`src/design/papr_pkg.sv`:
```
// Package for the I/Q block PAPR meter: shared constants and the back-end status type.
// No dependencies; every other design file but papr_queue refers to it by scoped names.
`default_nettype none
package papr_pkg;

    // Default sizing of the block store and the converter samples
    localparam int DEF_MAX_BLOCK   = 4096;
    localparam int DEF_SAMPLE_BITS = 12;

    // Block length register
    localparam int              CFG_W     = 13;
    localparam logic [CFG_W-1:0] CFG_RESET = 13'd4096;

    // Result field
    localparam int                PAPR_W   = 14;
    localparam logic [PAPR_W-1:0] PAPR_MAX = 14'h3FFF;

    // Fixed-point layout of the ratio and of its log
    localparam int M_FRAC   = 30;
    localparam int M_W      = 31;
    localparam int LOG_FRAC = 16;

    // round(256 * 10 * log10(2) * 2^16)
    localparam int          DB_W            = 26;
    localparam logic [DB_W-1:0] DB_PER_LOG2_Q16 = 26'd50504453;

    // Status handed from the back end to the front end
    typedef struct packed {
        logic store_busy;
    } t_back_status;

endpackage
`default_nettype wire

```
`src/design/papr_result_if.sv`:
```
// Result channel: valid/ready handshake carrying the PAPR figure and zero-power flag.
// Depends on papr_pkg for the result width.
`default_nettype none
interface papr_result_if;
    logic                          valid;
    logic                          ready;
    logic [papr_pkg::PAPR_W-1:0]   papr_db_q8;
    logic                          zero_power;

    modport source (output valid, output papr_db_q8, output zero_power, input ready);
    modport sink   (input valid, input papr_db_q8, input zero_power, output ready);
endinterface
`default_nettype wire

```
`src/design/papr_back.sv`:
```
// Back end: block mean, deviation-power pass over the store, then ratio, log2 and dB scaling.
// Depends on papr_pkg and papr_result_if; reads the store held in the front end.
`default_nettype none
module papr_back #(
    parameter int MAX_BLOCK   = papr_pkg::DEF_MAX_BLOCK,
    parameter int SAMPLE_BITS = papr_pkg::DEF_SAMPLE_BITS,
    localparam int CNT_W  = $clog2(MAX_BLOCK + 1),
    localparam int ADDR_W = $clog2(MAX_BLOCK),
    localparam int SUM_W  = SAMPLE_BITS + CNT_W,
    localparam int JOB_W  = CNT_W + 2 * SUM_W
) (
    input  wire logic                     i_clk,
    input  wire logic                     i_rst_n,
    input  wire logic                     i_job_valid,
    input  wire logic [JOB_W-1:0]         i_job,
    output logic                          o_pop,
    output papr_pkg::t_back_status        o_status,
    output logic [ADDR_W-1:0]             o_rd_addr,
    input  wire logic [2*SAMPLE_BITS-1:0] i_rd_data,
    papr_result_if.source                 o_result
);
    localparam int SB     = SAMPLE_BITS;
    localparam int P_W    = 2 * SB + 1;
    localparam int NUM_W  = P_W + CNT_W;
    localparam int E_W    = $clog2(NUM_W + 1);
    localparam int LG_W   = E_W + papr_pkg::LOG_FRAC;
    localparam int SC_W   = LG_W + papr_pkg::DB_W;
    localparam int STEP_W = ($clog2(SUM_W + 1) > 5) ? $clog2(SUM_W + 1) : 5;
    localparam int M_W    = papr_pkg::M_W;

    typedef enum logic [3:0] {
        ST_IDLE, ST_MEAN, ST_MEANFIX, ST_PASS, ST_DRAIN, ST_CHECK, ST_NORM,
        ST_LDIV, ST_SQ_A, ST_SQ_B, ST_SCALE_A, ST_SCALE_B, ST_DONE
    } t_state;

    t_state                     r_state;
    logic [CNT_W-1:0]           r_n;
    logic                       r_neg_i;
    logic                       r_neg_q;
    logic [SUM_W-1:0]           r_qi;
    logic [SUM_W-1:0]           r_qq;
    logic [CNT_W-1:0]           r_rem_i;
    logic [CNT_W-1:0]           r_rem_q;
    logic [STEP_W-1:0]          r_step;
    logic signed [SB:0]         r_mean_i;
    logic signed [SB:0]         r_mean_q;
    logic [CNT_W-1:0]           r_k;
    logic                       r_v1;
    logic                       r_v2;
    logic [P_W-1:0]             r_p;
    logic [P_W-1:0]             r_peak;
    logic [NUM_W-1:0]           r_total;
    logic [NUM_W-1:0]           r_num;
    logic [NUM_W-1:0]           r_d;
    logic [NUM_W:0]             r_rem;
    logic [E_W-1:0]             r_e;
    logic [M_W-1:0]             r_m;
    logic [2*M_W-1:0]           r_prod;
    logic [papr_pkg::LOG_FRAC-1:0] r_frac;
    logic [SC_W-1:0]            r_scaled;
    logic [papr_pkg::PAPR_W-1:0] r_res;
    logic                       r_zero;
    logic                       r_out_valid;
    logic [papr_pkg::PAPR_W-1:0] r_out_papr;
    logic                       r_out_zero;

    logic [CNT_W-1:0]           job_n;
    logic signed [SUM_W-1:0]    job_sum_i;
    logic signed [SUM_W-1:0]    job_sum_q;
    logic [CNT_W:0]             rsh_i;
    logic [CNT_W:0]             rsh_q;
    logic                       qbit_i;
    logic                       qbit_q;
    logic signed [SB:0]         di;
    logic signed [SB:0]         dq;
    logic signed [2*SB+1:0]     sq_i;
    logic signed [2*SB+1:0]     sq_q;
    logic [NUM_W:0]             d2;
    logic [NUM_W:0]             rem2;
    logic [M_W:0]               mm;
    logic [SC_W:0]              rounded;
    logic [SC_W-32:0]           q_db;
    logic                       slot_free;

    assign {job_n, job_sum_i, job_sum_q} = i_job;

    assign o_pop               = (r_state == ST_IDLE) && i_job_valid;
    assign o_status.store_busy = r_state inside {ST_MEAN, ST_MEANFIX, ST_PASS, ST_DRAIN};
    assign o_rd_addr           = r_k[ADDR_W-1:0];

    // Restoring divide step for both means
    always_comb begin
        rsh_i  = {r_rem_i, r_qi[SUM_W-1]};
        rsh_q  = {r_rem_q, r_qq[SUM_W-1]};
        qbit_i = rsh_i >= {1'b0, r_n};
        qbit_q = rsh_q >= {1'b0, r_n};
    end

    // Deviation of the stored pair from the block mean
    always_comb begin
        di   = $signed({i_rd_data[2*SB-1], i_rd_data[2*SB-1:SB]}) - r_mean_i;
        dq   = $signed({i_rd_data[SB-1], i_rd_data[SB-1:0]}) - r_mean_q;
        sq_i = di * di;
        sq_q = dq * dq;
    end

    assign d2        = {r_d, 1'b0};
    assign rem2      = {r_rem[NUM_W-1:0], 1'b0};
    assign mm        = r_prod[2*M_W-1:papr_pkg::M_FRAC];
    assign rounded   = {1'b0, r_scaled} + (SC_W + 1)'(64'd1 << 31);
    assign q_db      = rounded[SC_W:32];
    assign slot_free = !r_out_valid || o_result.ready;

    // Power pipeline: square, then accumulate total and peak
    always_ff @(posedge i_clk) begin
        r_p <= {1'b0, sq_i[2*SB-1:0]} + {1'b0, sq_q[2*SB-1:0]};
        if (r_state == ST_MEANFIX) begin
            r_total <= '0;
            r_peak  <= '0;
        end else if (r_v2) begin
            r_total <= r_total + NUM_W'(r_p);
            if (r_p > r_peak) begin
                r_peak <= r_p;
            end
        end
    end

    // Sequencer with its working registers and the output register
    always_ff @(posedge i_clk) begin
        if (!i_rst_n) begin
            r_state     <= ST_IDLE;
            r_v1        <= 1'b0;
            r_v2        <= 1'b0;
            r_out_valid <= 1'b0;
        end else begin
            r_v1 <= (r_state == ST_PASS);
            r_v2 <= r_v1;
            // Load the output slot when a figure is ready, drop it once taken
            if ((r_state == ST_DONE) && slot_free) begin
                r_out_valid <= 1'b1;
            end else if (r_out_valid && o_result.ready) begin
                r_out_valid <= 1'b0;
            end
            case (r_state)
                ST_IDLE: begin
                    if (i_job_valid) begin
                        r_n     <= job_n;
                        r_neg_i <= job_sum_i[SUM_W-1];
                        r_neg_q <= job_sum_q[SUM_W-1];
                        r_qi    <= job_sum_i[SUM_W-1] ? (~job_sum_i + SUM_W'(1)) : job_sum_i;
                        r_qq    <= job_sum_q[SUM_W-1] ? (~job_sum_q + SUM_W'(1)) : job_sum_q;
                        r_rem_i <= '0;
                        r_rem_q <= '0;
                        r_step  <= STEP_W'(SUM_W - 1);
                        r_state <= ST_MEAN;
                    end
                end
                ST_MEAN: begin
                    r_rem_i <= qbit_i ? CNT_W'(rsh_i - {1'b0, r_n}) : CNT_W'(rsh_i);
                    r_rem_q <= qbit_q ? CNT_W'(rsh_q - {1'b0, r_n}) : CNT_W'(rsh_q);
                    r_qi    <= {r_qi[SUM_W-2:0], qbit_i};
                    r_qq    <= {r_qq[SUM_W-2:0], qbit_q};
                    r_step  <= r_step - STEP_W'(1);
                    if (r_step == '0) begin
                        r_state <= ST_MEANFIX;
                    end
                end
                ST_MEANFIX: begin
                    r_mean_i <= r_neg_i ? (SB + 1)'(~r_qi + SUM_W'(1)) : (SB + 1)'(r_qi);
                    r_mean_q <= r_neg_q ? (SB + 1)'(~r_qq + SUM_W'(1)) : (SB + 1)'(r_qq);
                    r_k      <= '0;
                    r_state  <= ST_PASS;
                end
                ST_PASS: begin
                    r_k <= r_k + CNT_W'(1);
                    if (r_k == r_n - CNT_W'(1)) begin
                        r_state <= ST_DRAIN;
                    end
                end
                ST_DRAIN: begin
                    if (!r_v1 && !r_v2) begin
                        r_state <= ST_CHECK;
                    end
                end
                ST_CHECK: begin
                    if (r_total == '0) begin
                        r_res   <= '0;
                        r_zero  <= 1'b1;
                        r_state <= ST_DONE;
                    end else begin
                        r_zero  <= 1'b0;
                        r_num   <= NUM_W'(r_peak * r_n);
                        r_d     <= r_total;
                        r_e     <= '0;
                        r_state <= ST_NORM;
                    end
                end
                ST_NORM: begin
                    if (d2 <= {1'b0, r_num}) begin
                        r_d <= d2[NUM_W-1:0];
                        r_e <= r_e + E_W'(1);
                    end else if (r_num < r_d) begin
                        r_res   <= '0;
                        r_state <= ST_DONE;
                    end else begin
                        r_rem   <= {1'b0, r_num - r_d};
                        r_m     <= M_W'(64'd1 << papr_pkg::M_FRAC);
                        r_step  <= STEP_W'(papr_pkg::M_FRAC - 1);
                        r_state <= ST_LDIV;
                    end
                end
                ST_LDIV: begin
                    if (rem2 >= {1'b0, r_d}) begin
                        r_rem           <= rem2 - {1'b0, r_d};
                        r_m[r_step[4:0]] <= 1'b1;
                    end else begin
                        r_rem <= rem2;
                    end
                    if (r_step == '0) begin
                        r_step  <= STEP_W'(papr_pkg::LOG_FRAC - 1);
                        r_frac  <= '0;
                        r_state <= ST_SQ_A;
                    end else begin
                        r_step <= r_step - STEP_W'(1);
                    end
                end
                ST_SQ_A: begin
                    r_prod  <= r_m * r_m;
                    r_state <= ST_SQ_B;
                end
                ST_SQ_B: begin
                    if (mm[M_W]) begin
                        r_m              <= mm[M_W:1];
                        r_frac[r_step[3:0]] <= 1'b1;
                    end else begin
                        r_m <= mm[M_W-1:0];
                    end
                    r_step <= r_step - STEP_W'(1);
                    r_state <= (r_step == '0) ? ST_SCALE_A : ST_SQ_A;
                end
                ST_SCALE_A: begin
                    r_scaled <= SC_W'({r_e, r_frac} * papr_pkg::DB_PER_LOG2_Q16);
                    r_state  <= ST_SCALE_B;
                end
                ST_SCALE_B: begin
                    if (q_db > (SC_W - 31)'(papr_pkg::PAPR_MAX)) begin
                        r_res <= papr_pkg::PAPR_MAX;
                    end else begin
                        r_res <= q_db[papr_pkg::PAPR_W-1:0];
                    end
                    r_state <= ST_DONE;
                end
                ST_DONE: begin
                    if (slot_free) begin
                        r_out_papr  <= r_res;
                        r_out_zero  <= r_zero;
                        r_state     <= ST_IDLE;
                    end
                end
                default: begin
                    r_state <= ST_IDLE;
                end
            endcase
        end
    end

    assign o_result.valid      = r_out_valid;
    assign o_result.papr_db_q8 = r_out_papr;
    assign o_result.zero_power = r_out_zero;
endmodule
`default_nettype wire

```
`src/flat_wrapper.sv`:
```
// flat-port wrapper written by rule: the top's interface ports become plain ports
module papr_back_flat 
#(
    parameter int MAX_BLOCK   = papr_pkg::DEF_MAX_BLOCK,
    parameter int SAMPLE_BITS = papr_pkg::DEF_SAMPLE_BITS,
    localparam int CNT_W  = $clog2(MAX_BLOCK + 1),
    localparam int ADDR_W = $clog2(MAX_BLOCK),
    localparam int SUM_W  = SAMPLE_BITS + CNT_W,
    localparam int JOB_W  = CNT_W + 2 * SUM_W
)
  (i_clk, i_rst_n, i_job_valid, i_job, o_pop, o_status, o_rd_addr, i_rd_data, o_result_valid, o_result_papr_db_q8, o_result_zero_power, o_result_ready);
  papr_result_if o_result_i ();
  input  wire logic i_clk;
  input  wire logic i_rst_n;
  input  wire logic i_job_valid;
  input  wire logic [JOB_W-1:0] i_job;
  output logic o_pop;
  output papr_pkg::t_back_status o_status;
  output logic [ADDR_W-1:0] o_rd_addr;
  input  wire logic [2*SAMPLE_BITS-1:0] i_rd_data;
  output wire logic [$bits(o_result_i.valid)-1:0] o_result_valid;
  output wire logic [$bits(o_result_i.papr_db_q8)-1:0] o_result_papr_db_q8;
  output wire logic [$bits(o_result_i.zero_power)-1:0] o_result_zero_power;
  input wire logic [$bits(o_result_i.ready)-1:0] o_result_ready;
  assign o_result_valid = o_result_i.valid;
  assign o_result_papr_db_q8 = o_result_i.papr_db_q8;
  assign o_result_zero_power = o_result_i.zero_power;
  assign o_result_i.ready = o_result_ready;
  papr_back #(.MAX_BLOCK(MAX_BLOCK), .SAMPLE_BITS(SAMPLE_BITS)) u_core (.i_clk(i_clk), .i_rst_n(i_rst_n), .i_job_valid(i_job_valid), .i_job(i_job), .o_pop(o_pop), .o_status(o_status), .o_rd_addr(o_rd_addr), .i_rd_data(i_rd_data), .o_result(o_result_i));
endmodule
```
`config.mk`:
```
export PLATFORM = sky130hd
export DESIGN_NAME = papr_back_flat
export DESIGN_NICKNAME = d
export VERILOG_FILES = /design/src/design/papr_pkg.sv /design/src/design/papr_result_if.sv /design/src/design/papr_back.sv /design/src/flat_wrapper.sv
export SDC_FILE = /design/constraint.sdc
export NUM_CORES = 2
export LEC_CHECK = 0
export BUFFER_PORTS_ARGS = -buffer_cell sky130_fd_sc_hd__buf_2
export CAP_MARGIN = 10
export CORE_ASPECT_RATIO = 0.7
export CORE_MARGIN = 4
export CORE_UTILIZATION = 33
export DETAILED_ROUTE_END_ITERATION = 6
export PLACE_DENSITY_LB_ADDON = 0.08
export RECOVER_POWER = 100
export SYNTH_ARGS = -nofsm -noshare
export SYNTH_HDL_FRONTEND = slang
export SYNTH_SLANG_ARGS = --single-unit
```
`constraint.sdc`:
```
create_clock -name i_clk -period 11.7 [get_ports i_clk]
set_input_delay 1.755 -clock i_clk [delete_from_list [all_inputs] [get_ports i_clk]]
set_output_delay 1.755 -clock i_clk [all_outputs]
set_load 0.1 [all_outputs]
```
# Word level (Yosys, flattened, before mapping)
# Index checks and enable logic that the tools add are counted.
# op_classes
add_sub_neg	17
order_cmp	11
eq_ne	27
reduce_logical	41
n_mul	5
muxes	60
bitwise_logic	7
# ops
cell	n
$mux W38	5
$pmux W38 S2	2
$mux W31	4
$mux W25	4
$pmux W25 S2	2
$pmux W31 S3	1
$pmux W13 S2	3
$sub A38 B38 Y38	2
$mux W13	5
$mul A31 B31 Y62	1
$mux W14	4
$pmux W4 S13	1
$add A25 B2 Y25 const B	2
$not A25 Y25	2
$add A48 B32 Y49 const B	1
$mul A13 B13 Y24	2
$mul A22 B26 Y48 const B	1
$pmux W14 S3	1
$add A13 B1 Y13 const B	3
$ge A39 B38 Y1	1
$le A39 B38 Y1	1
$add A38 B25 Y38	1
$logic_not A38 Y1	1
$lt A38 B38 Y1	1
50 further kinds	117
# word_totals
regBits	537
word_cells	198
input_bits	91
output_inout_bits	30

# Logic depth before layout (Yosys ltp)
# depth
word_depth	7
mapped_depth	41
depth_no_buf	40

# Least setup slack after synthesis
# Ideal clock, no wire load.
# synth_path
kind	input to register
from	input port i_rd_data[12]
to	register u_core.r_p[23]
stages	39
slack_ps	1800
t_arrival_ps	9777
setup_ps	123
t_required_ps	11577
n_path_buf	0
path_cell_list	inv_1 -> ha_1 -> fa_1 -> nor2b_1 -> o21ai_0 -> a21boi_0 -> o21ai_1 -> nand2b_1 -> xor2_1 -> inv_1 -> nor2_1 -> inv_1 -> fa_1 -> fa_1 -> inv_1 -> fa_1 -> inv_1 -> fa_1 -> [3 not listed] -> ha_1 -> inv_1 -> o21ai_0 -> a21oi_1 -> o21ai_0 -> a211oi_1 -> nand2b_1 -> a21oi_1 -> xnor2_1 -> ha_1 -> or2_2 -> a21oi_1 -> a31oi_1 -> a21o_1 -> a21o_1 -> a21oi_1 -> a21oi_1 -> xor2_1
# synth_via
elab_chain_cells	3
# synth_lines
element	line_no	source
from (decl)	flat_wrapper.sv:20	input wire logic [2*SAMPLE_BITS-1:0] i_rd_data;
$sub A12 B13 Y13	papr_back.sv:101	di = $signed({i_rd_data[2*SB-1], i_rd_data[2*SB-1:SB]}) - r_mean_i;
$mul A13 B13 Y24	papr_back.sv:103	sq_i = di * di;
$add A24 B24 Y25	papr_back.sv:116	r_p <= {1'b0, sq_i[2*SB-1:0]} + {1'b0, sq_q[2*SB-1:0]};
to (signal assigned)	papr_back.sv:116	
to (decl)	papr_back.sv:50	logic [P_W-1:0] r_p;
# Every way passes these cells.
# A chain may end at the register's enable or synchronous reset.

# Final worst setup path
# layout_path
from	input port i_rd_data[1]
to	register u_core.r_p[23]
# layout_via
elab_chain_cells	3
# layout_lines
element	line_no	source
$sub A12 B13 Y13	papr_back.sv:102	dq = $signed({i_rd_data[SB-1], i_rd_data[SB-1:0]}) - r_mean_q;
$mul A13 B13 Y24	papr_back.sv:104	sq_q = dq * dq;
$add A24 B24 Y25	papr_back.sv:116	
# Every way passes these cells.

==> flow_metrics.py <==
metrics = {
    "worst_setup_path": {
        "max_stage_delay_ns": 0.71,
        "cp_slowest_cell": "o21ai_0",
        "r2r_cells": 39,
        "crit-reg2reg-launch": "u_core.r_mean_q[1]",
        "cp.required_ns": 12.29,
        "cp-startpoint": "i_rd_data[1]",
        "arrival_ns": 11.35,
        "start_kind": "primary input",
        "end_kind": "register",
        "critPathMaxFanout": 9,
        "crit_type": "in -> reg",
        "r2r_slack_ns": 1.63,
        "timing.rr.end": "u_core.r_p[23]",
        "crit_end": "u_core.r_p[23]",
    },
    "synthesis": {
        "synth_mux_area_share_pct": 1.28,
        "synth_flop_cell": "edfxtp_1",
        "synth_xor_area_share_pct": 4.35,
        "synthCells": 8778,
        "synth_top_family_by_area": "adder cells",
        "synth_most_common_cell": "inv_1",
        "yosys-top-cells-count": "1,925 x inv_1, 1,376 x fa_1, 954 x ha_1, 783 x nand2_1, 586 x nor2_1",
        "yosys.area.top_type": "fa_1",
        "synthArstFlopShare_pct": 0,
        "yosysWarnings": 0,
        "synth.area.top_cells": "fa_1 33%, ha_1 14%, edfxtp_1 14%, inv_1 8.7%, nand2_1 3.6%",
        "syn_area_um2": 82700,
        "synthDistinctLibCells": 98,
        "syn_area_per_cell_um2": 9.42,
        "synth_edf_count": 381,
        "yosys.area_share.simple_pct": 11.5,
        "ys_seq_area_share_pct": 16.1,
        "synthAdderAreaFrac_pct": 47.7,
        "synth-seq-cells": 476,
        "synth_compound_area_share_pct": 8.80,
        "synth_top_area_share_pct": 33.3,
    },
    "placed_design": {
        "place.gp.congestion": 0.842,
        "dp_hpwl_mm": 207,
        "placed_area_um2": 87300,
        "io_buffers": 120,
    },
    "global_routing": {
        "grt_overflow_total": 0,
        "grt_usage_pct": 19.7,
        "grt_start_max_net_pins": 71,
        "grt_pass1_wl_mm": 389,
        "grt_pass1_vias": 61400,
        "antenna_found_initial": 3,
    },
    "drt": {
        "routed_wl_mm": 252,
        "dr.pass1.iters": 5,
        "viasPerCell": 4.84,
        "drtAntennaViolNets": 0,
        "drt-wirelength-per-cell_um": 20.7,
        "dr.first_iter.drc_count": 3506,
        "vias": 59000,
        "route.detailed.drc": 0,
    },
    "sta": {
        "final_max_slew_viol_count": 649,
        "final.setup_skew_ns": 0.0429,
        "fin_crit_ns": 10.76,
        "worst_pin_slew_ns": 3.76,
        "grt_setup_unrepaired": "no",
        "fin_crit_sh_pct": 92.0,
        "maxSlewHeadroom_pct": -150,
        "setup_viol": 0,
        "hold_viol": 0,
        "max_freq_ghz": 0.0929,
        "final.setup.tns_ns": 0,
    },
    "cts": {
        "cts_tree": "done",
        "cts_buffer_depth": 3,
        "cts_resized": 0,
        "htree_levels": 3,
        "holdBufCountCts": 0,
        "clk_latency_ns": 0.71,
        "postCtsSetupRepairBufs": 0,
        "numCtsBuffers": 66,
        "cts.clk_slew.worst_paths_ns": 0.06,
        "clock-root-buffer": "clkbuf_16",
        "clkSinkCount": 476,
    },
    "floorplanning": {
        "chipHeight_um": 427,
        "die_x_um": 606,
        "initial_core_util_pct": 33.2,
        "num_rows": 153,
        "core-area_um2": 249000,
        "pin_count": 121,
        "die-area_um2": 259000,
    },
    "finish": {
        "layout.nets": 11200,
        "drive_gt1_share_pct": 3.86,
        "final_area_um2": 89200,
        "n_fill_cell": 25700,
        "syn2layout_area_growth_pct": 7.84,
    },
    "status": {
        "violations": "max-capacitance violations, max-slew violations",
        "status": "complete, but fails checks",
    },
    "run": {
        "max_cap_violations": 19,
    },
    "hold_path": {
        "min_path_type": "reg -> reg",
    },
}
## routing by layer
metal  GRT usage (%)  routed length (um)  share of wire [%]
met1            32.8              138000                 55
met2            27.0               98600                 39
met3            2.80               12300                4.9
met4            2.57                3150                1.2
met5               0                   0                  0
## metrics by stage
step / cells / util (%) / setup WS [ns] / hold slack, ns
6_report: 12200 / 35.8 / 0.939 / 0.408
4_1_cts: 12200 / 35.9 / 1.27 / 0.399
2_1_floorplan: 8779 / - / 1.80 / 0.400
3_5_place_dp: 12100 / 35.1 / 0.529 / 0.405
5_1_grt: 12200 / 35.8 / 0.472 / 0.400
3_3_place_gp: 12100 / 35.1 / 0.552 / 0.404
## logic make-up after synthesis
group / after synthesis
fa+ha+maj: 2330
buf+inv: 2223
simple gates: 2079
compound gates: 1153
flops: 476
xor+xnor: 411
mux: 105
other cells: 1
## cell type report
| cell class | instances | area (um^2) | area share, % |
|---|---|---|---|
| antenna | 8 | 20.0 | 0.0224 |
| clock buffer | 79 | 1730 | 1.94 |
| clock inverter | 40 | 413 | 0.463 |
| inverter | 1947 | 7310 | 8.20 |
| multi-input combinational | 6080 | 60900 | 68.3 |
| sequential | 476 | 13300 | 15.0 |
| tap | 3332 | 4170 | 4.68 |
| timing repair buffer | 229 | 1290 | 1.45 |
## placed cells by master, fill, tap and decap left out, drive strengths merged, types with 102 or more instances in the layout
| master | synthesis | routed |
|---|---|---|
| and2 | 204 | 204 |
| fa | 1376 | 1376 |
| ha | 954 | 954 |
| o21ai | 290 | 290 |
| xnor2 | 263 | 263 |
| clkbuf | 233 | 138 |
| mux2i | 102 | 102 |
| a21oi | 347 | 347 |
| a21o | 109 | 109 |
| nand2 | 783 | 783 |
| inv | 1930 | 1934 |
| buf | 43 | 170 |
| edfxtp | 381 | 381 |
| nor2 | 586 | 586 |
| xor2 | 148 | 148 |
## state kept, by name, indices dropped and copies added, names as in the netlist, 14 cells and up
name / flops
u_core.r_d: 38
u_core.r_num: 38
u_core.r_rem: 38
u_core.r_total: 38
u_core.r_prod: 32
u_core.r_m: 31
u_core.r_p: 25
u_core.r_peak: 25
u_core.r_qi: 25
u_core.r_qq: 25
u_core.r_scaled: 17
u_core.r_frac: 16
u_core.o_result.papr_db_q8: 14
u_core.r_res: 14
## worst min-delay path by stage
stage,to,slack (ns),from,cells after the start
4_1_cts,u_core.o_result.papr_db_q8[1],0.40,u_core.r_res[1],0
5_1_grt,u_core.o_result.papr_db_q8[1],0.40,u_core.r_res[1],0
3_5_place_dp,u_core.o_result.papr_db_q8[12],0.41,u_core.r_res[12],0
3_3_place_gp,u_core.o_result.papr_db_q8[4],0.40,u_core.r_res[4],0
6_report,u_core.o_result.papr_db_q8[1],0.41,u_core.r_res[1],0
2_1_floorplan,u_core.o_result.papr_db_q8[0],0.40,u_core.r_res[0],0
## critical path, delay by kind of cell
kind | cells | cell delay (ns)
fa+ha+maj | 9 | 3.66
compound gates | 17 | 3.62
buf+inv | 6 | 1.02
simple gates | 4 | 0.80
xor+xnor | 3 | 0.49
Power is not shown: default switching activity piles up to over one toggle a cycle in this logic, so the estimate is an artifact.
