===== src/design/papr_queue.sv =====
// Two-entry job queue between the front end and the back end.
// Depends on nothing but its width parameter.
`default_nettype none
module papr_queue #(
    parameter int W = 8
) (
    input  wire logic         i_clk,
    input  wire logic         i_rst_n,
    input  wire logic         i_push,
    input  wire logic [W-1:0] i_data,
    input  wire logic         i_pop,
    output logic              o_valid,
    output logic [W-1:0]      o_data
);
    logic [W-1:0] r_data [2];
    logic         r_wr_ptr;
    logic         r_rd_ptr;
    logic [1:0]   r_count;
    logic         push_ok;
    logic         pop_ok;

    assign push_ok = i_push && (r_count != 2'd2);
    assign pop_ok  = i_pop && (r_count != 2'd0);
    assign o_valid = (r_count != 2'd0);
    assign o_data  = r_data[r_rd_ptr];

    // Store the request payload
    always_ff @(posedge i_clk) begin
        if (push_ok) begin
            r_data[r_wr_ptr] <= i_data;
        end
    end

    // Advance pointers and fill level
    always_ff @(posedge i_clk) begin
        if (!i_rst_n) begin
            r_wr_ptr <= 1'b0;
            r_rd_ptr <= 1'b0;
            r_count  <= 2'd0;
        end else begin
            if (push_ok) begin
                r_wr_ptr <= ~r_wr_ptr;
            end
            if (pop_ok) begin
                r_rd_ptr <= ~r_rd_ptr;
            end
            if (push_ok && !pop_ok) begin
                r_count <= r_count + 2'd1;
            end else if (pop_ok && !push_ok) begin
                r_count <= r_count - 2'd1;
            end
        end
    end
endmodule
`default_nettype wire


===== config.mk =====
export PLATFORM = sky130hd
export DESIGN_NAME = papr_queue
export DESIGN_NICKNAME = d
export VERILOG_FILES = /design/src/design/papr_queue.sv
export SDC_FILE = /design/constraint.sdc
export NUM_CORES = 1
export LEC_CHECK = 0
export ABC_AREA = 0
export BUFFER_PORTS_ARGS = -buffer_cell sky130_fd_sc_hd__clkbuf_2
export CORE_MARGIN = 5
export CORE_UTILIZATION = 53
export CTS_CLUSTER_SIZE = 28
export DETAILED_ROUTE_END_ITERATION = 16
export GPL_TIMING_DRIVEN = 0
export PLACE_DENSITY_LB_ADDON = 0.3
export SLEW_MARGIN = 20
export SYNTH_ARGS = -nofsm -noshare
export SYNTH_HDL_FRONTEND = slang
export SYNTH_SLANG_ARGS = --single-unit
export TNS_END_PERCENT = 20

===== constraint.sdc =====
create_clock -name i_clk -period 2.4 [get_ports i_clk]
set_input_delay 0.48 -clock i_clk [delete_from_list [all_inputs] [get_ports i_clk]]
set_output_delay 0.48 -clock i_clk [all_outputs]
set_load 0.05 [all_outputs]

# Word-level counts from Yosys, hierarchy flattened

Memory sizes are Yosys's and may differ from the RTL's. A register that Yosys moved wholly into a read port is not among the register bits.
Cells that the tools add are included.

Multiplexer cells: 6
Bitwise operators: 2
Add/subtract/negate cells: 2
Reductions and logical operators: 8
Eq/ne operators: 1

Operators by type and width:

| operator              | number |
|---|---|
| $logic_and A1 B1 Y1   | 4 |
| $mux W1               | 4 |
| $mux W2               | 2 |
| $reduce_bool A2 Y1    | 2 |
| $add A2 B1 Y2 const B | 1 |
| $logic_not A1 Y1      | 2 |
| $ne A2 B2 Y1 const B  | 1 |
| $not A1 Y1            | 2 |
| $sub A2 B1 Y2 const B | 1 |

RAM bits: 16
Word-level logic and storage cells: 23
Bits of input ports: 12
Flip-flop bits (word level): 4
Memories: 1

Memories:

| name   | words | bits a word | rd ports | clocked after Yosys merged registers in | wr ports | RTL line | source |
|---|---|---|---|---|---|---|---|
| r_data | 2     | 8           | 1        | 1                                       | 1        | 15       | `logic [W-1:0] r_data [2];` |

# Depth between registers and ports, before layout

Gate-level depths: netlist of the first run.

Depth after elaboration: 6
Gate-level depth with buffers: 7

# Least setup slack after synthesis of the first run

No wires, ideal clock.

Path kind: register to register
Start: register r_count[0]
End: register r_count[1]
Cell stages (with the launch flop): 7
Arrival: 1.405 ns
Path slack: 0.926 ns
Library setup time: 0.070 ns
Clock period less this slack: 1.474 ns
Data required time: 2.330 ns
Path through: dfxtp_1 > nand2b_1 > nand2_1 > inv_1 > ha_1 > or3_1 > a21oi_1

Longest elaborated chain between the ends: 5
Elaborated cells on any way between the ends: 13
Classes of those cells: add/sub: 2; eq/ne: 1; mux: 2; reduce/logical: 8

RTL lines:

| item                         | RTL line | source |
|---|---|---|
| from (decl)                  | 18       | `logic [1:0] r_count;` |
| from (signal assigned)       | 48       | `r_count <= r_count + 2'd1;` |
| from (signal assigned)       | 50       | `r_count <= r_count - 2'd1;` |
| $ne A2 B2 Y1 *               | 22       | `assign push_ok = i_push && (r_count != 2'd2);` |
| $logic_and A1 B1 Y1 *        | 22       |  |
| net push_ok                  | 19       | `logic push_ok;` |
| $logic_not A1 Y1             | 49       | `end else if (pop_ok && !push_ok) begin` |
| $logic_and A1 B1 Y1          | 49       |  |
| $reduce_bool A2 Y1 (no line) | -        |  |

Mark *: on every way through the listed nets, which the timed path passes. The rest lies on a longest branch. The select of a mux whose other input is x is not followed.
A chain may end at the register's enable or synchronous reset.

==> run_summary.xml, run 1 <==
<?xml version="1.0" encoding="UTF-8"?>
<metrics>
  <group name="yosys">
    <metric name="netlist-cell-type-count" unit="">16</metric>
    <metric name="synth-seq-cells" unit="">21</metric>
    <metric name="synth_area_per_cell" unit="um^2">15.4</metric>
    <metric name="synth_largest_area_cell" unit="">sky130_fd_sc_hd__edfxtp_1</metric>
    <metric name="ys.warnings.count" unit="">0</metric>
    <metric name="yosysSeqAreaShare" unit="">0.726</metric>
    <metric name="synth_top_area_frac" unit="">0.601</metric>
    <metric name="syn-instance-count" unit="">52</metric>
    <metric name="mappedNetlistArea" unit="um^2">800</metric>
    <metric name="post_synth_main_area_contributors" unit="">sky130_fd_sc_hd__edfxtp_1 60%, sky130_fd_sc_hd__dfxtp_1 13%, sky130_fd_sc_hd__mux2_2 11%, sky130_fd_sc_hd__xor2_1 3.3%, sky130_fd_sc_hd__inv_1 1.9%</metric>
    <metric name="syn-num-nets" unit="">65</metric>
  </group>
  <group name="global_routing">
    <metric name="number_of_antenna_violations_at_the_first_check_in_global_routing" unit="">0</metric>
    <metric name="grt-ovfl-total" unit="">0</metric>
    <metric name="grt_pass1_wl" unit="um">2130</metric>
    <metric name="grtUsageTotal" unit="">0.116</metric>
    <metric name="grt_start_max_net_pins" unit="">12</metric>
    <metric name="number_of_global_route_vias_before_repair" unit="">502</metric>
  </group>
  <group name="timing">
    <metric name="skew" unit="ps">7.15</metric>
    <metric name="setup_viol_count_final" unit="">0</metric>
    <metric name="hold_ws" unit="ps">373</metric>
    <metric name="worst_setup_margin" unit="ps">490</metric>
    <metric name="maxSlewViolCount" unit="">0</metric>
    <metric name="max_clock_freq" unit="MHz">524</metric>
    <metric name="time_the_worst_path_needs_with_i_o_delays_and_setup" unit="ps">1910</metric>
    <metric name="worst-slew-pin-transition" unit="ps">668</metric>
    <metric name="finalHoldViolCount" unit="">0</metric>
    <metric name="final_min_period_over_clock_period" unit="">0.796</metric>
    <metric name="tns" unit="ps">0</metric>
    <metric name="slew-limit-headroom" unit="">0.553</metric>
    <metric name="grt_setup_unrepaired" unit="">false</metric>
  </group>
  <group name="drt">
    <metric name="totalWireLength" unit="um">1180</metric>
    <metric name="detail_route.vias_per_cell" unit="">4.97</metric>
    <metric name="final_antenna_net_count" unit="">0</metric>
    <metric name="drt_first_pass_iters" unit="">3</metric>
    <metric name="vias" unit="">457</metric>
    <metric name="detail_route.wl_per_cell" unit="um">12.8</metric>
    <metric name="drc" unit="">0</metric>
    <metric name="drt-initial-drc-count" unit="">10</metric>
  </group>
  <group name="die">
    <metric name="initial_utilization" unit="">0.543</metric>
    <metric name="die_area" unit="um^2">2390</metric>
    <metric name="die_height" unit="um">48.8</metric>
    <metric name="core_region_area" unit="um^2">1470</metric>
    <metric name="rows" unit="">14</metric>
    <metric name="ioPinCount" unit="">21</metric>
    <metric name="floorplan.die.width" unit="um">48.8</metric>
  </group>
  <group name="power_and_ir_drop">
    <metric name="power_density" unit="nW/um^2">1160</metric>
    <metric name="totalPowerFinal" unit="mW">1.10</metric>
    <metric name="ir_worst_vdd" unit="mV">0.867</metric>
    <metric name="power.leakage" unit="nW">0.396</metric>
  </group>
  <group name="critical_path">
    <metric name="worst-r2r-setup-slack" unit="ps">800</metric>
    <metric name="slowest_delay" unit="ps">360</metric>
    <metric name="cpMaxStageDelayCell" unit="">sky130_fd_sc_hd__mux2_2</metric>
    <metric name="critical_path.max_fanout" unit="">8</metric>
    <metric name="reg2regPathDepth" unit="">6</metric>
    <metric name="cp_endpoint" unit="">o_data[2]</metric>
    <metric name="cp-end-kind" unit="">primary output</metric>
    <metric name="r2r_end" unit="">r_count[1]</metric>
    <metric name="cp-start-kind" unit="">flip-flop</metric>
    <metric name="cp_cell_sequence" unit="">buf_2 -&gt; mux2_2 -&gt; clkbuf_2</metric>
    <metric name="ws_path_type" unit="">reg -&gt; out</metric>
    <metric name="critical_path_required" unit="ps">1920</metric>
    <metric name="data_arrival_time_at_the_worst_slack_endpoint" unit="ps">1430</metric>
    <metric name="crit-reg2reg-launch" unit="">r_count[0]</metric>
  </group>
  <group name="finish">
    <metric name="fillCellCount" unit="">122</metric>
    <metric name="mostFrequentLayoutCells" unit="">20 x sky130_fd_sc_hd__clkbuf_2, 16 x sky130_fd_sc_hd__edfxtp_1, 8 x sky130_fd_sc_hd__mux2_2</metric>
    <metric name="layout-area-overhead-vs-synth" unit="%">18.3</metric>
    <metric name="instances_no_fill" unit="">92</metric>
    <metric name="insertedDiodeCount" unit="">0</metric>
    <metric name="final_core_util" unit="">0.643</metric>
    <metric name="nNetsFinal" unit="">90</metric>
    <metric name="most_frequent_standard_cell_in_the_layout_excluding_fill_and_tap_cells" unit="">sky130_fd_sc_hd__clkbuf_2</metric>
    <metric name="post_route_cells_drive_above_1_share" unit="">0.434</metric>
    <metric name="final_design_area_excluding_fillers" unit="um^2">946</metric>
  </group>
  <group name="place">
    <metric name="io_buffers" unit="">20</metric>
    <metric name="place_congestion" unit="">0.644</metric>
    <metric name="placed_cells" unit="">88</metric>
    <metric name="dpl_worst_slack" unit="ps">759</metric>
    <metric name="dpl_cell_area" unit="um^2">920</metric>
  </group>
  <group name="cts">
    <metric name="post_cts_hold_buffer_count" unit="">0</metric>
    <metric name="clock_tree.htree_level_count" unit="">1</metric>
    <metric name="clk_pin_slew" unit="ps">110</metric>
    <metric name="post_cts.repair.setup_buffers" unit="">0</metric>
    <metric name="cts_repair_resize_count" unit="">0</metric>
    <metric name="cts_tree" unit="">yes</metric>
    <metric name="cts.path.max_buffers" unit="">2</metric>
    <metric name="num_cts_buffers" unit="">3</metric>
    <metric name="numClockSinks" unit="">21</metric>
    <metric name="worstSkewPairLatency" unit="ps">290</metric>
    <metric name="cts_root_buffer" unit="">sky130_fd_sc_hd__clkbuf_4</metric>
  </group>
  <group name="flow_run">
    <metric name="cap_violations" unit="">0</metric>
  </group>
  <group name="run_status">
    <metric name="status" unit="">finished clean</metric>
  </group>
  <group name="min_path">
    <metric name="min-delay-path-class" unit="">in -&gt; reg</metric>
  </group>
</metrics>
[critical path, delay by kind of cell (launching register included)]
family	cells	cell delay, ps
buffers and inverters	2	450
flip-flops	1	330
multiplexers	1	360
[power by group]
group | internal (mW) | switching (mW)
clock | 0.0645 | 0.0938
combinational | 0.141 | 0.312
sequential | 0.461 | 0.0293
[final cells by class]
class	count	area, um^2	area share
Tap cell	16	20.0	0.0212
Timing Repair Buffer	20	100	0.106
Multi-Input combinational cell	26	199	0.210
Inverter	4	15.0	0.0159
Clock buffer	4	26.3	0.0278
Buffer	1	5.00	0.00529
Sequential cell	21	581	0.614
[worst min-delay path by stage]
| stage | start | to | slack [ps] | depth (start not counted) |
|---|---|---|---|---|
| 2_1_floorplan | r_rd_ptr | flip-flop | 470 | 2 |
| 3_5_place_dp | r_rd_ptr | r_rd_ptr | 500 | 2 |
| 4_1_cts | i_data[2] | r_data[0][2] | 370 | 1 |
| 6_report | i_data[2] | r_data[0][2] | 370 | 1 |
| 3_3_place_gp | r_rd_ptr | r_rd_ptr | 490 | 2 |
| 5_1_grt | i_data[2] | r_data[0][2] | 350 | 1 |
[kinds of logic (layout without fill, tap and decap cells)]
logic type	count (synthesis)	count (layout)	synth area share
XOR/XNOR	3	3	0.0329
buffers and inverters	5	29	0.0250
multiplexers	8	8	0.113
AO/OA/AOI/OAI	5	5	0.0344
adder cells (fa/ha/maj)	1	1	0.0156
flip-flops	21	21	0.726
AND/OR/NAND/NOR	9	9	0.0532
[layer usage]
| metal | wire length [um] | global-route usage | share of wire |
|---|---|---|---|
| met2 | 652 | 0.202 | 0.55 |
| met1 | 435 | 0.114 | 0.37 |
| met5 | 0 | 0 | 0 |
| met4 | 17 | 0.0807 | 0.014 |
| met3 | 78 | 0.0367 | 0.066 |
[flip-flops by register name (all words and copies together) (netlist names), named ones only]
name      count
r_data       16
r_count       2
r_rd_ptr      1
r_wr_ptr      1
[cell usage after synthesis (all sizes together)]
library cell and number:
mux2 8, or2 1, xor2 3, a21o 1, inv 4, nand2b 1, buf 1, nand3 1
ha 1, or3 1, nand2 1, o21ai 2, a21oi 2, nor2 4, edfxtp 16, dfxtp 5
(Power assumes the default switching activity.)
==> inputs of run 2 (changes only) <==
CORE_UTILIZATION = 49   (was 53)
clock period = 2 ns   (was 2.4 ns; I/O delays follow)
==> run 2 against run 1 <==
Critical path depth unchanged; global-route usage down 0.44 points; final area unchanged; largest power group unchanged; critical endpoint is now o_data[6]; clock power up 23%; largest cell class unchanged.
==> run_summary.xml, run 2 (synthesized netlist as in run 1, its figures left out) <==
<?xml version="1.0" encoding="UTF-8"?>
<metrics>
  <group name="min_path">
    <metric name="min-delay-path-class" unit="">in -&gt; reg</metric>
    <metric name="whs_endpoint" unit="">r_data[0][3]</metric>
    <metric name="holdCritStartpoint" unit="">i_data[3]</metric>
    <metric name="worst_hold_stages" unit="">1</metric>
  </group>
  <group name="finish">
    <metric name="post_route_cells_drive_above_1_share" unit="">0.434</metric>
    <metric name="fillCellCount" unit="">135</metric>
    <metric name="nNetsFinal" unit="">90</metric>
    <metric name="regMostFlops" unit="">r_data</metric>
    <metric name="mostFrequentLayoutCells" unit="">20 x sky130_fd_sc_hd__clkbuf_2, 16 x sky130_fd_sc_hd__edfxtp_1, 8 x sky130_fd_sc_hd__mux2_2</metric>
    <metric name="multi_input_area" unit="um^2">199</metric>
    <metric name="reg_top3" unit="">r_data: 16 flops, r_count: 2 flops</metric>
    <metric name="layout-area-overhead-vs-synth" unit="%">18.3</metric>
    <metric name="insertedDiodeCount" unit="">0</metric>
    <metric name="most_frequent_standard_cell_in_the_layout_excluding_fill_and_tap_cells" unit="">sky130_fd_sc_hd__clkbuf_2</metric>
    <metric name="area.sequential" unit="um^2">581</metric>
    <metric name="flip_flop_count_of_the_largest_register_after_layout" unit="">16</metric>
  </group>
  <group name="cts">
    <metric name="worstSkewPairLatency" unit="ps">290</metric>
    <metric name="clk_pin_slew" unit="ps">110</metric>
    <metric name="cts_repair_resize_count" unit="">0</metric>
    <metric name="post_cts.repair.setup_buffers" unit="">0</metric>
    <metric name="numClockSinks" unit="">21</metric>
    <metric name="post_cts_hold_buffer_count" unit="">0</metric>
    <metric name="cts.path.max_buffers" unit="">2</metric>
    <metric name="cts_root_buffer" unit="">sky130_fd_sc_hd__clkbuf_4</metric>
    <metric name="clock_tree.htree_level_count" unit="">1</metric>
    <metric name="cts_tree" unit="">yes</metric>
    <metric name="num_cts_buffers" unit="">3</metric>
  </group>
  <group name="die">
    <metric name="rows" unit="">14</metric>
    <metric name="core_region_area" unit="um^2">1520</metric>
    <metric name="die_height" unit="um">50.4</metric>
    <metric name="floorplan.die.width" unit="um">50.4</metric>
    <metric name="ioPinCount" unit="">21</metric>
    <metric name="die_area" unit="um^2">2540</metric>
    <metric name="initial_utilization" unit="">0.525</metric>
  </group>
  <group name="flow_run">
    <metric name="cap_violations" unit="">0</metric>
  </group>
  <group name="critical_path">
    <metric name="data_arrival_time_at_the_worst_slack_endpoint" unit="ps">1410</metric>
    <metric name="cp-end-kind" unit="">primary output</metric>
    <metric name="critical_path.max_fanout" unit="">8</metric>
    <metric name="ws_path_type" unit="">reg -&gt; out</metric>
    <metric name="cp_cell_sequence" unit="">buf_2 -&gt; mux2_2 -&gt; clkbuf_2</metric>
    <metric name="reg2regPathDepth" unit="">6</metric>
    <metric name="worst-r2r-setup-slack" unit="ps">350</metric>
    <metric name="r2r_end" unit="">r_count[1]</metric>
    <metric name="cpMaxStageDelayCell" unit="">sky130_fd_sc_hd__mux2_2</metric>
    <metric name="crit-reg2reg-launch" unit="">r_count[0]</metric>
    <metric name="cp-start-kind" unit="">flip-flop</metric>
    <metric name="worstPathBufferInverterCount" unit="">2</metric>
    <metric name="critical_path_depth" unit="">3</metric>
    <metric name="worst_path_dominant_cell_family" unit="">buffers and inverters</metric>
    <metric name="critical_path_required" unit="ps">1600</metric>
    <metric name="slowest_delay" unit="ps">360</metric>
  </group>
  <group name="timing">
    <metric name="finalHoldViolCount" unit="">0</metric>
    <metric name="worst_setup_margin" unit="ps">187</metric>
    <metric name="skew" unit="ps">1.80</metric>
    <metric name="setup_viol_count_final" unit="">0</metric>
    <metric name="final_min_period_over_clock_period" unit="">0.906</metric>
    <metric name="max_clock_freq" unit="MHz">552</metric>
    <metric name="worst-slew-pin-transition" unit="ps">695</metric>
    <metric name="grt_setup_unrepaired" unit="">false</metric>
    <metric name="time_the_worst_path_needs_with_i_o_delays_and_setup" unit="ps">1810</metric>
    <metric name="slew-limit-headroom" unit="">0.535</metric>
    <metric name="maxSlewViolCount" unit="">0</metric>
    <metric name="tns" unit="ps">0</metric>
  </group>
  <group name="drt">
    <metric name="detail_route.wl_per_cell" unit="um">13.3</metric>
    <metric name="totalWireLength" unit="um">1230</metric>
    <metric name="vias" unit="">472</metric>
    <metric name="drt-initial-drc-count" unit="">2</metric>
    <metric name="drt_first_pass_iters" unit="">2</metric>
    <metric name="final_antenna_net_count" unit="">0</metric>
    <metric name="detail_route.vias_per_cell" unit="">5.13</metric>
    <metric name="drc" unit="">0</metric>
  </group>
  <group name="place">
    <metric name="place_congestion" unit="">0.697</metric>
    <metric name="dpl_worst_slack" unit="ps">379</metric>
    <metric name="io_buffers" unit="">20</metric>
  </group>
  <group name="power_and_ir_drop">
    <metric name="ir_worst_vdd" unit="mV">0.924</metric>
    <metric name="power.leakage" unit="nW">0.396</metric>
    <metric name="power_density" unit="nW/um^2">1400</metric>
  </group>
  <group name="global_routing">
    <metric name="number_of_antenna_violations_at_the_first_check_in_global_routing" unit="">0</metric>
    <metric name="grt-ovfl-total" unit="">0</metric>
    <metric name="grt_pass1_wl" unit="um">2140</metric>
    <metric name="grtUsageTotal" unit="">0.112</metric>
    <metric name="grt_start_max_net_pins" unit="">12</metric>
    <metric name="number_of_global_route_vias_before_repair" unit="">516</metric>
  </group>
  <group name="run_status">
    <metric name="status" unit="">finished clean</metric>
  </group>
</metrics>
-- run 2: final cells by class --
type	instances	share of cell area
Clock buffer	4	0.0278
Timing Repair Buffer	20	0.106
Inverter	4	0.0159
Buffer	1	0.00529
Tap cell	16	0.0212
Sequential cell	21	0.614
Multi-Input combinational cell	26	0.210
-- run 2: per-stage QoR --
step	total power [mW]	cells	utilization	hold slack [ps]	cell area, um^2
2_1_floorplan	1.04	52	-	472	800
3_3_place_gp	1.13	88	0.603	491	920
3_5_place_dp	1.15	88	0.603	500	920
4_1_cts	1.34	92	0.621	282	946
5_1_grt	1.41	92	0.621	271	946
6_report	1.33	92	0.621	289	946
-- run 2: how the worst max path moves through the flow --
stage | start | endpoint | slack (ps)
floorplan | r_count[0] | r_count[1] | 530
global placement | r_count[0] | r_data[1][3] | 460
detailed placement | r_count[0] | r_data[1][7] | 380
CTS | flip-flop | o_data[6] | 170
global route | flip-flop | o_data[3] | 100
finish | flip-flop | o_data[6] | 190
-- run 2: where the power goes --
part | switching [mW] | total, mW | internal (mW)
registers | 0.0321 | 0.585 | 0.553
clock network | 0.117 | 0.194 | 0.0776
logic | 0.378 | 0.547 | 0.169
total | 0.527 | 1.33 | 0.800
-- run 2: per-layer routing --
layer | track usage | vias to the layer above | wire, um
met5 | 0 | - | 0
met3 | 0.0325 | 4 | 82
met2 | 0.195 | 13 | 618
met4 | 0.0638 | 0 | 25
li1 | - | 237 | -
met1 | 0.119 | 218 | 501
-- run 2: worst reg2reg max path: cells and delay by family (launching register included) --
family	cells	cell delay (ps)
flip-flops	1	370
AND/OR/NAND/NOR	3	710
adder cells (fa/ha/maj)	1	320
AO/OA/AOI/OAI	1	140
buffers and inverters	1	50
==> inputs of run 3 (changes only) <==
ABC_AREA = 1   (was 0)
==> run 3 against run 2 <==
Clock power is essentially flat; critical path type unchanged; utilization grew 0.76 points; routed wire length grew 1.3%; final area grew 2.4%; non-clock buffer count is the same; worst hold slack lost 8.3 ps; global-route usage shrank 0.082 points.
==> run_summary.xml, run 3 <==
<?xml version="1.0" encoding="UTF-8"?>
<metrics>
  <group name="global_routing">
    <metric name="number_of_antenna_violations_at_the_first_check_in_global_routing" unit="">0</metric>
    <metric name="grt-ovfl-total" unit="">0</metric>
    <metric name="grtUsageTotal" unit="">0.111</metric>
    <metric name="number_of_global_route_vias_before_repair" unit="">496</metric>
    <metric name="grt_start_max_net_pins" unit="">13</metric>
    <metric name="grt_pass1_wl" unit="um">2130</metric>
  </group>
  <group name="yosys">
    <metric name="yosysSeqAreaShare" unit="">0.707</metric>
    <metric name="synth_area_per_cell" unit="um^2">13.5</metric>
    <metric name="async_reset_ff_frac" unit="">0</metric>
    <metric name="synth_edf_count" unit="">16</metric>
    <metric name="synth_top_area_frac" unit="">0.585</metric>
    <metric name="post_synth_main_area_contributors" unit="">sky130_fd_sc_hd__edfxtp_1 59%, sky130_fd_sc_hd__dfxtp_1 12%, sky130_fd_sc_hd__mux2_2 11%, sky130_fd_sc_hd__nor2_1 3.7%, sky130_fd_sc_hd__inv_1 3.2%</metric>
    <metric name="syn-num-nets" unit="">74</metric>
    <metric name="synth.cells.most_frequent" unit="">16 x sky130_fd_sc_hd__edfxtp_1, 8 x sky130_fd_sc_hd__mux2_2, 8 x sky130_fd_sc_hd__nor2_1, 7 x sky130_fd_sc_hd__inv_1, 6 x sky130_fd_sc_hd__nand2_1</metric>
    <metric name="ys.warnings.count" unit="">0</metric>
    <metric name="synth-main-ff-cell" unit="">sky130_fd_sc_hd__edfxtp_1</metric>
    <metric name="most_frequent_cell_after_synthesis" unit="">sky130_fd_sc_hd__edfxtp_1</metric>
    <metric name="synth-seq-cells" unit="">21</metric>
    <metric name="mappedNetlistArea" unit="um^2">821</metric>
    <metric name="syn-instance-count" unit="">61</metric>
    <metric name="netlist-cell-type-count" unit="">16</metric>
    <metric name="synth_largest_area_cell" unit="">sky130_fd_sc_hd__edfxtp_1</metric>
  </group>
  <group name="timing">
    <metric name="setup_viol_count_final" unit="">0</metric>
    <metric name="skew" unit="ps">0.757</metric>
    <metric name="worst_setup_margin" unit="ps">163</metric>
    <metric name="tns" unit="ps">0</metric>
    <metric name="worst-slew-pin-transition" unit="ps">658</metric>
    <metric name="finalHoldViolCount" unit="">0</metric>
    <metric name="slew-limit-headroom" unit="">0.559</metric>
    <metric name="time_the_worst_path_needs_with_i_o_delays_and_setup" unit="ps">1840</metric>
    <metric name="grt_setup_unrepaired" unit="">false</metric>
    <metric name="final_min_period_over_clock_period" unit="">0.918</metric>
    <metric name="max_clock_freq" unit="MHz">544</metric>
    <metric name="hold_ws" unit="ps">281</metric>
    <metric name="maxSlewViolCount" unit="">0</metric>
  </group>
  <group name="finish">
    <metric name="flip_flop_count_of_the_largest_register_after_layout" unit="">16</metric>
    <metric name="insertedDiodeCount" unit="">0</metric>
    <metric name="post_route_cells_drive_above_1_share" unit="">0.435</metric>
    <metric name="reg_top3" unit="">r_data: 16 flops, r_count: 2 flops</metric>
    <metric name="layout-area-overhead-vs-synth" unit="%">18.0</metric>
    <metric name="instances_no_fill" unit="">101</metric>
    <metric name="mostFrequentLayoutCells" unit="">20 x sky130_fd_sc_hd__clkbuf_2, 16 x sky130_fd_sc_hd__edfxtp_1, 8 x sky130_fd_sc_hd__mux2_2, 8 x sky130_fd_sc_hd__nor2_1, 7 x sky130_fd_sc_hd__inv_1</metric>
    <metric name="fillCellCount" unit="">127</metric>
    <metric name="multi_input_area" unit="um^2">205</metric>
    <metric name="area.sequential" unit="um^2">581</metric>
    <metric name="nNetsFinal" unit="">99</metric>
    <metric name="most_frequent_standard_cell_in_the_layout_excluding_fill_and_tap_cells" unit="">sky130_fd_sc_hd__clkbuf_2</metric>
    <metric name="regMostFlops" unit="">r_data</metric>
    <metric name="final_core_util" unit="">0.628</metric>
    <metric name="final_design_area_excluding_fillers" unit="um^2">968</metric>
  </group>
  <group name="drt">
    <metric name="detail_route.vias_per_cell" unit="">5.02</metric>
    <metric name="totalWireLength" unit="um">1240</metric>
    <metric name="final_antenna_net_count" unit="">0</metric>
    <metric name="detail_route.wl_per_cell" unit="um">12.3</metric>
    <metric name="drt_first_pass_iters" unit="">4</metric>
    <metric name="drc" unit="">0</metric>
    <metric name="drt-initial-drc-count" unit="">3</metric>
    <metric name="vias" unit="">507</metric>
  </group>
  <group name="flow_run">
    <metric name="cap_violations" unit="">0</metric>
  </group>
  <group name="place">
    <metric name="io_buffers" unit="">20</metric>
    <metric name="place_congestion" unit="">0.724</metric>
    <metric name="dpl_cell_area" unit="um^2">941</metric>
    <metric name="placed_cells" unit="">97</metric>
    <metric name="dpl_worst_slack" unit="ps">488</metric>
    <metric name="dpl.hpwl" unit="um">959</metric>
  </group>
  <group name="die">
    <metric name="rows" unit="">14</metric>
    <metric name="die_height" unit="um">50.9</metric>
    <metric name="die_area" unit="um^2">2590</metric>
    <metric name="core_region_area" unit="um^2">1540</metric>
    <metric name="floorplan.die.width" unit="um">50.9</metric>
    <metric name="ioPinCount" unit="">21</metric>
    <metric name="initial_utilization" unit="">0.532</metric>
  </group>
  <group name="critical_path">
    <metric name="critical_path_required" unit="ps">1600</metric>
    <metric name="ws_path_type" unit="">reg -&gt; out</metric>
    <metric name="cp-end-kind" unit="">primary output</metric>
    <metric name="cp-start-kind" unit="">flip-flop</metric>
    <metric name="critical_path.max_fanout" unit="">8</metric>
    <metric name="worst-r2r-setup-slack" unit="ps">560</metric>
    <metric name="data_arrival_time_at_the_worst_slack_endpoint" unit="ps">1440</metric>
  </group>
  <group name="cts">
    <metric name="cts_tree" unit="">yes</metric>
    <metric name="numClockSinks" unit="">21</metric>
    <metric name="cts_repair_resize_count" unit="">0</metric>
    <metric name="post_cts_hold_buffer_count" unit="">0</metric>
    <metric name="cts_root_buffer" unit="">sky130_fd_sc_hd__clkbuf_4</metric>
    <metric name="clock_tree.htree_level_count" unit="">1</metric>
    <metric name="worstSkewPairLatency" unit="ps">300</metric>
    <metric name="post_cts.repair.setup_buffers" unit="">0</metric>
    <metric name="cts.path.max_buffers" unit="">2</metric>
    <metric name="num_cts_buffers" unit="">3</metric>
    <metric name="clk_pin_slew" unit="ps">110</metric>
  </group>
  <group name="min_path">
    <metric name="min-delay-path-class" unit="">in -&gt; reg</metric>
  </group>
  <group name="power_and_ir_drop">
    <metric name="power_density" unit="nW/um^2">1370</metric>
    <metric name="totalPowerFinal" unit="mW">1.33</metric>
    <metric name="power.leakage" unit="nW">0.412</metric>
    <metric name="ir_worst_vdd" unit="mV">0.769</metric>
  </group>
  <group name="run_status">
    <metric name="status" unit="">finished clean</metric>
  </group>
</metrics>
run 3: cell types whose count changed after synthesis, moves of 3 or more:
cell | previous run | this run
sky130_fd_sc_hd__nor2_1 | 4 | 8
sky130_fd_sc_hd__xor2_1 | 3 | 0
sky130_fd_sc_hd__nand2_1 | 1 | 6
sky130_fd_sc_hd__inv_1 | 4 | 7
run 3: worst paths after layout:
path / start / end / depth (start not counted)
worst max-delay path: flip-flop / o_data[1] / 3
worst min register to register: r_rd_ptr / flip-flop / 2
worst min-delay path: i_data[1] / r_data[0][1] / 1
worst max register to register: r_count[0] / r_data[0][1] / 2
run 3: logic make-up after synthesis:
group / Yosys count / synth area share
buffers and inverters: 9 / 0.0427
AOI/OAI and AO/OA: 5 / 0.0396
adders and majority gates: 1 / 0.0152
DFF: 21 / 0.707
muxes: 8 / 0.110
and+or+nand+nor: 17 / 0.0854
run 3: worst max-delay path, cell delays in order (launching register included):
cell and delay (ps):
sky130_fd_sc_hd__dfxtp_1 320, sky130_fd_sc_hd__buf_2 210, sky130_fd_sc_hd__mux2_2 370, sky130_fd_sc_hd__clkbuf_2 240
run 3: layout make-up:
type | instances | area share
inverter | 8 | 0.0310
tap | 16 | 0.0207
clock buffer | 3 | 0.0233
buffer | 1 | 0.00517
timing repair buffer | 20 | 0.103
multi-input combinational | 31 | 0.212
sequential | 21 | 0.599
clock inverter | 1 | 0.00517
run 3: power by group:
| part | leakage, nW | internal (mW) | switching, mW |
|---|---|---|---|
| clock network | 0.0177 | 0.0746 | 0.123 |
| logic | 0.204 | 0.154 | 0.382 |
| registers | 0.191 | 0.557 | 0.0363 |
run 3: per-layer routing:
metal | up-vias | wire, um | global-route usage
met5 | - | 0 | 0
met4 | 0 | 36 | 0.0638
met3 | 5 | 84 | 0.0291
met2 | 14 | 643 | 0.182
met1 | 232 | 480 | 0.130
li1 | 256 | - | -
